==> config.mk <==
export PLATFORM = sky130hd
export DESIGN_NAME = moving_average_minmax_filter
export DESIGN_NICKNAME = d
export VERILOG_FILES = /design/src/rtl/mavg_pkg.sv /design/src/rtl/mavg_div.sv /design/src/rtl/moving_average_minmax_filter.sv
export SDC_FILE = /design/constraint.sdc
export NUM_CORES = 2
export LEC_CHECK = 0
export BUFFER_PORTS_ARGS = -buffer_cell sky130_fd_sc_hd__buf_4
export CAP_MARGIN = 0
export CORE_UTILIZATION = 40
export CTS_BUF_LIST = sky130_fd_sc_hd__clkbuf_2
export CTS_CLUSTER_SIZE = 12
export DETAILED_ROUTE_END_ITERATION = 8
export PLACE_DENSITY = 0.54
export SETUP_SLACK_MARGIN = 0.4
export SLEW_MARGIN = 20
export SYNTH_ARGS = -nofsm -noshare
export SYNTH_HDL_FRONTEND = slang
export SYNTH_HIERARCHICAL = 1
export SYNTH_SLANG_ARGS = --single-unit
==> constraint.sdc <==
create_clock -name clk -period 6.9 [get_ports clk]
set_input_delay 1.38 -clock clk [delete_from_list [all_inputs] [get_ports clk]]
set_output_delay 1.38 -clock clk [all_outputs]
set_load 0.03 [all_outputs]
==> src/rtl/mavg_pkg.sv <==
// shared constants, types and sequencer states for the moving average filter
// no dependencies; imported by mavg_div and moving_average_minmax_filter
package mavg_pkg;

  localparam int MAX_WINDOW  = 64;
  localparam int SAMPLE_BITS = 16;
  localparam int ADDR_W      = $clog2(MAX_WINDOW);
  localparam int CNT_W       = $clog2(MAX_WINDOW + 1);
  localparam int SUM_W       = SAMPLE_BITS + ADDR_W + 1;
  localparam int MAG_W       = SUM_W - 1;
  localparam int DSTEP_W     = $clog2(MAG_W + 1);

  typedef enum logic [2:0] {
    S_IDLE,
    S_OLD,
    S_DSTART,
    S_SCAN,
    S_WAIT,
    S_FINISH
  } state_t;

  typedef struct packed {
    logic                   busy;
    logic [SAMPLE_BITS-1:0] quot;
  } div_res_t;

endpackage

==> src/rtl/mavg_div.sv <==
// serial restoring divider: signed running sum over unsigned fill count
// one quotient bit per cycle, truncates toward zero; uses mavg_pkg
module mavg_div
  import mavg_pkg::*;
(
  input  logic                    clk,
  input  logic                    rst_n,
  input  logic                    start,
  input  logic signed [SUM_W-1:0] dividend,
  input  logic [CNT_W-1:0]        divisor,
  output div_res_t                res
);

  logic               busy_r, busy_nxt;
  logic               neg_r, neg_nxt;
  logic [MAG_W-1:0]   dvd_r, dvd_nxt;
  logic [CNT_W:0]     rem_r, rem_nxt;
  logic [CNT_W-1:0]   dsr_r, dsr_nxt;
  logic [DSTEP_W-1:0] step_r, step_nxt;
  logic [CNT_W:0]     trial;
  logic               qbit;
  logic [SUM_W-1:0]   mag_full;
  logic [SAMPLE_BITS-1:0] qlow;

  assign mag_full = dividend[SUM_W-1] ? (~dividend + 1'b1) : dividend;
  assign trial    = {rem_r[CNT_W-1:0], dvd_r[MAG_W-1]};
  assign qbit     = (trial >= {1'b0, dsr_r});

  always_comb begin
    busy_nxt = busy_r;
    neg_nxt  = neg_r;
    dvd_nxt  = dvd_r;
    rem_nxt  = rem_r;
    dsr_nxt  = dsr_r;
    step_nxt = step_r;
    if (start) begin
      busy_nxt = 1'b1;
      neg_nxt  = dividend[SUM_W-1];
      dvd_nxt  = mag_full[MAG_W-1:0];
      rem_nxt  = '0;
      dsr_nxt  = divisor;
      step_nxt = DSTEP_W'(MAG_W);
    end else if (busy_r) begin
      rem_nxt  = qbit ? (trial - {1'b0, dsr_r}) : trial;
      dvd_nxt  = {dvd_r[MAG_W-2:0], qbit};
      step_nxt = step_r - 1'b1;
      if (step_r == DSTEP_W'(1)) begin
        busy_nxt = 1'b0;
      end
    end
  end

  always_ff @(posedge clk) begin
    if (!rst_n) begin
      busy_r <= 1'b0;
      step_r <= '0;
    end else begin
      busy_r <= busy_nxt;
      step_r <= step_nxt;
    end
    neg_r <= neg_nxt;
    dvd_r <= dvd_nxt;
    rem_r <= rem_nxt;
    dsr_r <= dsr_nxt;
  end

  // low bits of the negated quotient equal the negation of its low bits
  assign qlow     = dvd_r[SAMPLE_BITS-1:0];
  assign res.busy = busy_r;
  assign res.quot = neg_r ? (~qlow + 1'b1) : qlow;

`ifndef NO_ASSERTIONS
  a_step_zero_idle: assert property (@(posedge clk) disable iff (!rst_n)
    !busy_r |-> step_r == '0 || $past(busy_r))
    else $error("divider step count left over while idle");
  a_rem_below_divisor: assert property (@(posedge clk) disable iff (!rst_n)
    busy_r && !$past(start) |-> rem_r < {1'b0, dsr_r})
    else $error("partial remainder not below divisor");
  a_start_busy: assert property (@(posedge clk) disable iff (!rst_n)
    start |=> busy_r)
    else $error("divider not busy after start");
`endif

endmodule

==> src/rtl/moving_average_minmax_filter.sv <==
// sliding-window average with min/max/midpoint of absolute sample values
// top level: ring store, running sum, scan sequencer; uses mavg_pkg, mavg_div
//
//  channel | ports                                        | direction
//  --------+----------------------------------------------+----------
//  in      | in_valid in_ready in_mode in_sample          | item in
//  out     | out_valid out_ready out_average out_max_abs  | item out
//          | out_min_abs out_mid_abs                      |
//  cfg     | cfg_valid cfg_ready cfg_window_size          | register write
//
// a sample item writes the store and the running sum, starts the divider and
// scans the fill: the scan reads one store entry per cycle through a single read
// port while the serial divider runs alongside it. a clear item goes straight
// to the finish state; in_ready returns in the same cycle that out_valid rises.
// reset gives window size 64 and an empty filter; store contents are tracked
// by the fill count, so no clearing pass. in_ready stays low while an item is
// in work; a held result does not block the next accept.
module moving_average_minmax_filter
  import mavg_pkg::*;
(
  input  logic                          clk,
  input  logic                          rst_n,
  input  logic                          in_valid,
  output logic                          in_ready,
  input  logic                          in_mode,
  input  logic signed [SAMPLE_BITS-1:0] in_sample,
  output logic                          out_valid,
  input  logic                          out_ready,
  output logic signed [SAMPLE_BITS-1:0] out_average,
  output logic [SAMPLE_BITS-1:0]        out_max_abs,
  output logic [SAMPLE_BITS-1:0]        out_min_abs,
  output logic [SAMPLE_BITS-1:0]        out_mid_abs,
  input  logic                          cfg_valid,
  output logic                          cfg_ready,
  input  logic [CNT_W-1:0]              cfg_window_size
);

  state_t state_r, state_nxt;

  logic [SAMPLE_BITS-1:0] mem [MAX_WINDOW];
  logic [SAMPLE_BITS-1:0] rd_data_r;
  logic                   mem_we, mem_re;
  logic [ADDR_W-1:0]      rd_addr;

  logic [CNT_W-1:0]       win_r, count_r, idx_r;
  logic [ADDR_W-1:0]      ptr_r;
  logic signed [SUM_W-1:0] sum_r;
  logic [SAMPLE_BITS-1:0] sample_r;
  logic                   clr_r, rd_pend_r;
  logic [SAMPLE_BITS-1:0] hi_r, lo_r;
  logic                   out_valid_r;
  logic signed [SAMPLE_BITS-1:0] avg_out_r;
  logic [SAMPLE_BITS-1:0] max_out_r, min_out_r, mid_out_r;

  logic                   in_acc, cfg_acc, out_take, load_out;
  logic                   div_start;
  div_res_t               div_res;
  logic [CNT_W-1:0]       win_sat;
  logic [SAMPLE_BITS-1:0] old_val, rd_mag;
  logic [CNT_W-1:0]       ptr_inc;
  logic [SAMPLE_BITS:0]   mid_sum;

  assign in_acc   = in_valid && in_ready;
  assign cfg_acc  = cfg_valid && cfg_ready;
  assign out_take = out_valid_r && out_ready;
  assign load_out = (state_r == S_FINISH) && (!out_valid_r || out_ready);

  always_comb begin
    win_sat = cfg_window_size;
    if (cfg_window_size == '0) begin
      win_sat = CNT_W'(1);
    end else if (cfg_window_size > CNT_W'(MAX_WINDOW)) begin
      win_sat = CNT_W'(MAX_WINDOW);
    end
  end

  // entries at or above the fill count are not valid, so they are taken as zero
  assign old_val = ({1'b0, ptr_r} < count_r) ? rd_data_r : '0;
  assign ptr_inc = {1'b0, ptr_r} + 1'b1;
  assign rd_mag  = rd_data_r[SAMPLE_BITS-1] ? (~rd_data_r + 1'b1) : rd_data_r;
  assign mid_sum = {1'b0, hi_r} + {1'b0, lo_r};

  // next state
  always_comb begin
    state_nxt = state_r;
    case (state_r)
      S_IDLE: begin
        if (in_acc) begin
          state_nxt = in_mode ? S_FINISH : S_OLD;
        end
      end
      S_OLD:    state_nxt = S_DSTART;
      S_DSTART: state_nxt = S_SCAN;
      S_SCAN: begin
        if (!rd_pend_r && idx_r >= count_r) begin
          state_nxt = S_WAIT;
        end
      end
      S_WAIT: begin
        if (!div_res.busy) begin
          state_nxt = S_FINISH;
        end
      end
      S_FINISH: begin
        if (load_out) begin
          state_nxt = S_IDLE;
        end
      end
      default: state_nxt = S_IDLE;
    endcase
  end

  // sequencer outputs
  always_comb begin
    in_ready  = 1'b0;
    cfg_ready = 1'b0;
    mem_we    = 1'b0;
    mem_re    = 1'b0;
    rd_addr   = ptr_r;
    div_start = 1'b0;
    case (state_r)
      S_IDLE: begin
        cfg_ready = 1'b1;
        in_ready  = !cfg_valid;
        mem_re    = 1'b1;
      end
      S_OLD: mem_we = 1'b1;
      S_DSTART: begin
        div_start = 1'b1;
        mem_re    = 1'b1;
        rd_addr   = '0;
      end
      S_SCAN: begin
        mem_re  = idx_r < count_r;
        rd_addr = idx_r[ADDR_W-1:0];
      end
      default: ;
    endcase
  end

  always_ff @(posedge clk) begin
    if (mem_we) begin
      mem[ptr_r] <= sample_r;
    end
    if (mem_re) begin
      rd_data_r <= mem[rd_addr];
    end
  end

  always_ff @(posedge clk) begin
    if (!rst_n) begin
      state_r     <= S_IDLE;
      win_r       <= CNT_W'(MAX_WINDOW);
      count_r     <= '0;
      ptr_r       <= '0;
      sum_r       <= '0;
      out_valid_r <= 1'b0;
      rd_pend_r   <= 1'b0;
      clr_r       <= 1'b0;
      idx_r       <= '0;
    end else begin
      state_r <= state_nxt;
      if (cfg_acc) begin
        win_r   <= win_sat;
        count_r <= '0;
        ptr_r   <= '0;
        sum_r   <= '0;
      end
      case (state_r)
        S_IDLE: begin
          if (in_acc) begin
            clr_r <= in_mode;
            if (in_mode) begin
              count_r <= '0;
              ptr_r   <= '0;
              sum_r   <= '0;
            end
          end
        end
        S_OLD: begin
          sum_r <= sum_r + SUM_W'(signed'(sample_r)) - SUM_W'(signed'(old_val));
          ptr_r <= (ptr_inc >= win_r) ? '0 : ptr_inc[ADDR_W-1:0];
          if (count_r < win_r) begin
            count_r <= count_r + 1'b1;
          end
        end
        S_DSTART: begin
          idx_r     <= CNT_W'(1);
          rd_pend_r <= 1'b1;
        end
        S_SCAN: begin
          rd_pend_r <= idx_r < count_r;
          if (idx_r < count_r) begin
            idx_r <= idx_r + 1'b1;
          end
        end
        default: ;
      endcase
      if (load_out) begin
        out_valid_r <= 1'b1;
      end else if (out_take) begin
        out_valid_r <= 1'b0;
      end
    end
  end

  // payload registers
  always_ff @(posedge clk) begin
    if (in_acc) begin
      sample_r <= in_sample;
    end
    if (state_r == S_DSTART) begin
      hi_r <= '0;
      lo_r <= '1;
    end else if (state_r == S_SCAN && rd_pend_r) begin
      if (rd_mag > hi_r) begin
        hi_r <= rd_mag;
      end
      if (rd_mag < lo_r) begin
        lo_r <= rd_mag;
      end
    end
    if (load_out) begin
      if (clr_r) begin
        avg_out_r <= '0;
        max_out_r <= '0;
        min_out_r <= '0;
        mid_out_r <= '0;
      end else begin
        avg_out_r <= div_res.quot;
        max_out_r <= hi_r;
        min_out_r <= lo_r;
        mid_out_r <= mid_sum[SAMPLE_BITS:1];
      end
    end
  end

  mavg_div u_div (
    .clk      (clk),
    .rst_n    (rst_n),
    .start    (div_start),
    .dividend (sum_r),
    .divisor  (count_r),
    .res      (div_res)
  );

  assign out_valid   = out_valid_r;
  assign out_average = avg_out_r;
  assign out_max_abs = max_out_r;
  assign out_min_abs = min_out_r;
  assign out_mid_abs = mid_out_r;

`ifndef NO_ASSERTIONS
  a_count_in_window: assert property (@(posedge clk) disable iff (!rst_n)
    count_r <= win_r)
    else $error("fill count above window size");
  a_ptr_in_window: assert property (@(posedge clk) disable iff (!rst_n)
    {1'b0, ptr_r} < win_r)
    else $error("write pointer outside window");
  a_busy_after_accept: assert property (@(posedge clk) disable iff (!rst_n)
    in_acc |=> !in_ready)
    else $error("input ready right after an accepted item");
  a_result_from_finish: assert property (@(posedge clk) disable iff (!rst_n)
    $rose(out_valid_r) |-> $past(state_r) == S_FINISH)
    else $error("result raised outside finish state");
  a_div_done_before_out: assert property (@(posedge clk) disable iff (!rst_n)
    load_out && !clr_r |-> !div_res.busy)
    else $error("result loaded while divider busy");
`endif

endmodule
==> impl_metrics.py <==
metrics = {
    "worst_setup_path": {
        "cp.required_ps": 8380,
        "crit_type": "register to register",
        "arrival_ps": 6260,
        "cp_max_fo": 16,
        "cp-startpoint": "count_r[4]$_SDFF_PN0_",
        "cp_slowest_stage_delay_ps": 520,
        "start_kind": "register",
        "slowest_stage": "o22a_1",
        "r2r_start": "count_r[4]$_SDFF_PN0_",
        "crit_chain": "inv_1 -> ha_1 -> a21o_1 -> a21oi_1 -> o22a_1 -> and2_1 -> fa_1 -> inv_1 -> ha_1 -> a211o_1 -> a2111oi_2 -> o221ai_1 -> and2_1 -> a31oi_1 -> o21ai_0 -> xnor2_1 -> o22ai_1",
        "crit_family": "compound AO/OA/AOI/OAI gates",
        "endpoint_kind": "register",
        "critPathBufInv": 2,
        "reg2reg_slack_ps": 2120,
    },
    "synthesis": {
        "synthCells": 4438,
        "synth_area_per_cell_sq_um": 12.3,
        "yosysWarnings": 6,
        "async_flop_share": 0,
        "synth_cell_types": 75,
        "ys_seq_area_frac": 0.672,
        "synth_edf_count": 1150,
        "ys_ff_latch": 1251,
        "syn-num-nets": 4600,
        "syn-cell-area_sq_um": 54400,
        "ys.flop_type": "edfxtp_1",
    },
    "clock_network": {
        "tritoncts.num_buffers": 345,
        "numClockSinks": 1251,
        "cts_resized": 0,
        "cts_max_path_buffers": 4,
        "htree_levels": 5,
        "cts_tree": "yes",
        "clkLatencyLatePin_ps": 1720,
        "cts_root_buf": "clkbuf_2",
        "path_clk_slew_ps": 100,
    },
    "sta": {
        "final.setup.tns_ps": 0,
        "fin_skew_ps": 195,
        "setup_violations": 0,
        "finalHoldViolations": 0,
        "layout_setup_ws_ps": 2120,
        "max-slew-margin-rel": 0.252,
        "rsz0062_at_grt": "no",
        "min_period_over_period": 0.692,
        "min_period_ps": 4780,
        "slew_violations": 0,
        "tightest_slew_ps": 1120,
        "max_freq_ghz": 0.209,
    },
    "route": {
        "wl_mm": 150,
        "drc_errors": 0,
        "drt_pass1_iterations": 7,
        "vias_per_cell": 5.40,
        "ant_nets": 0,
        "vias": 36700,
        "wire_per_inst_um": 22.1,
        "drtIter0Drc": 3074,
    },
    "pwr": {
        "power_density_nw_per_um2": 353,
        "ir_drop_uv": 162,
        "total_power_mw": 21.4,
        "p_leak_nw": 22.8,
    },
    "final_layout": {
        "seqCellArea_sq_um": 36600,
        "design_area_sq_um": 60700,
        "num-fill-cells": 12400,
        "multi_input_area_sq_um": 16200,
        "syn_to_final_growth_pct": 11.6,
        "drive_gt1_frac": 0.157,
        "nets": 4961,
        "final_common_cell": "edfxtp_1",
        "final_cell_mix": "edfxtp_1 (1,150), nand2_1 (984), clkbuf_2 (507)",
    },
    "hold_path": {
        "hp-class": "primary input to register",
        "min_from": "cfg_valid",
    },
    "place": {
        "hpwlAfterDp_mm": 88.6,
        "post-place-ws_ps": 2090,
        "gp_congestion": 0.831,
        "port-buffer-count": 95,
        "dpl_cell_area_sq_um": 57500,
    },
    "floorplanning": {
        "row_count": 134,
        "start_util": 0.405,
        "pin_count": 96,
        "core_sq_um": 134000,
        "die_height_um": 371,
        "dieArea_sq_um": 138000,
        "die_w_um": 371,
    },
    "global_routing": {
        "grt_pass1_wl_mm": 223,
        "antenna_found_initial": 6,
        "grt_pass1_vias": 35800,
        "grt_max_degree": 129,
        "grt_usage": 0.217,
        "grt.overflow.total": 0,
    },
    "run_status": {
        "status": "finished clean",
    },
    "job": {
        "maxCapViolations": 0,
    },
}
## state kept, by name, indices dropped and copies added (netlist names), 5 cells and up
| name | flops |
|---|---|
| mem | 1024 |
| sum_r | 23 |
| u_div/dvd_r | 22 |
| hi_r | 16 |
| lo_r | 16 |
| out_average | 16 |
| out_max_abs | 16 |
| out_mid_abs | 16 |
| out_min_abs | 16 |
| rd_data_r | 16 |
| sample_r | 16 |
| count_r | 7 |
| idx_r | 7 |
| u_div/dsr_r | 7 |
| u_div/rem_r | 7 |
| win_r | 7 |
| ptr_r | 6 |
| u_div/step_r | 5 |
## synth_stat cells (all sizes together) (18+ instances only)
cell type     n  area share
dfxtp       101       0.037
nor2        196       0.014
o211ai       20      0.0028
a221oi       33      0.0053
nor3         23      0.0021
o221ai       20      0.0032
and2         21      0.0024
nand4        18      0.0021
fa           24      0.0088
nand2b       32      0.0037
nand2       984       0.068
a22oi        24      0.0033
mux2i       120       0.022
clkbuf      138      0.0095
a32o         32      0.0059
o21ai        49      0.0046
xnor2        55      0.0089
xor2         30      0.0048
a21o         26      0.0036
nand3       385       0.035
a21oi        79      0.0073
buf         116       0.011
inv         161       0.011
a32oi        34      0.0055
edfxtp     1150        0.63
and3        112       0.013
nor2b        56      0.0064
a31oi       108       0.012
ha          109       0.025
## cells by family (layout without fill, tap and decap cells)
group	count (synthesis)	after routing	synth area share
AOI/OAI and AO/OA	546	546	0.0715
xor gates and xnor gates	85	85	0.0137
adders and majority gates	133	133	0.0339
buffers and inverters	416	994	0.0320
DFF	1251	1251	0.672
muxes	123	123	0.0227
other	0	2	0
and+or+nand+nor	1884	1884	0.155
## layout make-up
type | count | share of cell area
sequential | 1251 | 0.602
multi-input combinational | 2771 | 0.267
clock buffer | 507 | 0.0418
timing repair buffer | 268 | 0.0376
tap | 1768 | 0.0364
inverter | 162 | 0.0100
clock inverter | 57 | 0.00490
antenna | 2 | 0.0000824
## tightest hold or removal path: cells and delay by family
kind,cells,cell delay [ps]
buffers and inverters,1,110
and+or+nand+nor,2,320
muxes,1,110
AOI/OAI and AO/OA,1,70
## repair_timing
| item | 4_1_cts | 5_1_grt |
|---|---|---|
| hold buffers | 34 | 0 |
| setup buffers | 0 | 0 |
| setup endpoints to repair | 0 | 0 |
| endpoints found under the hold margin | 36 | 0 |
## stage by stage
| step | util | hold WS (ps) | instances |
|---|---|---|---|
| final | 0.452 | 393 | 6786 |
| after global placement | 0.428 | 486 | 6186 |
| after detailed placement | 0.428 | 505 | 6186 |
| after CTS | 0.452 | 109 | 6784 |
| after floorplan | - | 462 | 4438 |
| after global routing | 0.452 | 217 | 6786 |
## layer usage
layer	share of wire	track usage	wire, um
met1	0.43	0.291	64900
met2	0.47	0.352	71000
met3	0.070	0.0457	10500
met4	0.021	0.0676	3190
met5	0	0	0
## path summary, 6_finish.rpt
check,depth (start not counted),endpoint
min,5,count_r[3]$_SDFF_PN0_
max reg2reg,17,sum_r[21]$_SDFF_PN0_
max,17,sum_r[21]$_SDFF_PN0_
min reg2reg,2,u_div/rem_r[2]$_SDFFE_PP0P_
## power breakdown
group	total, mW	switching (mW)	internal (mW)
clock network	5.04	3.00	2.03
registers	9.39	0.475	8.91
logic	7.00	4.42	2.58
No activity file was read; power rests on OpenSTA's default activity.
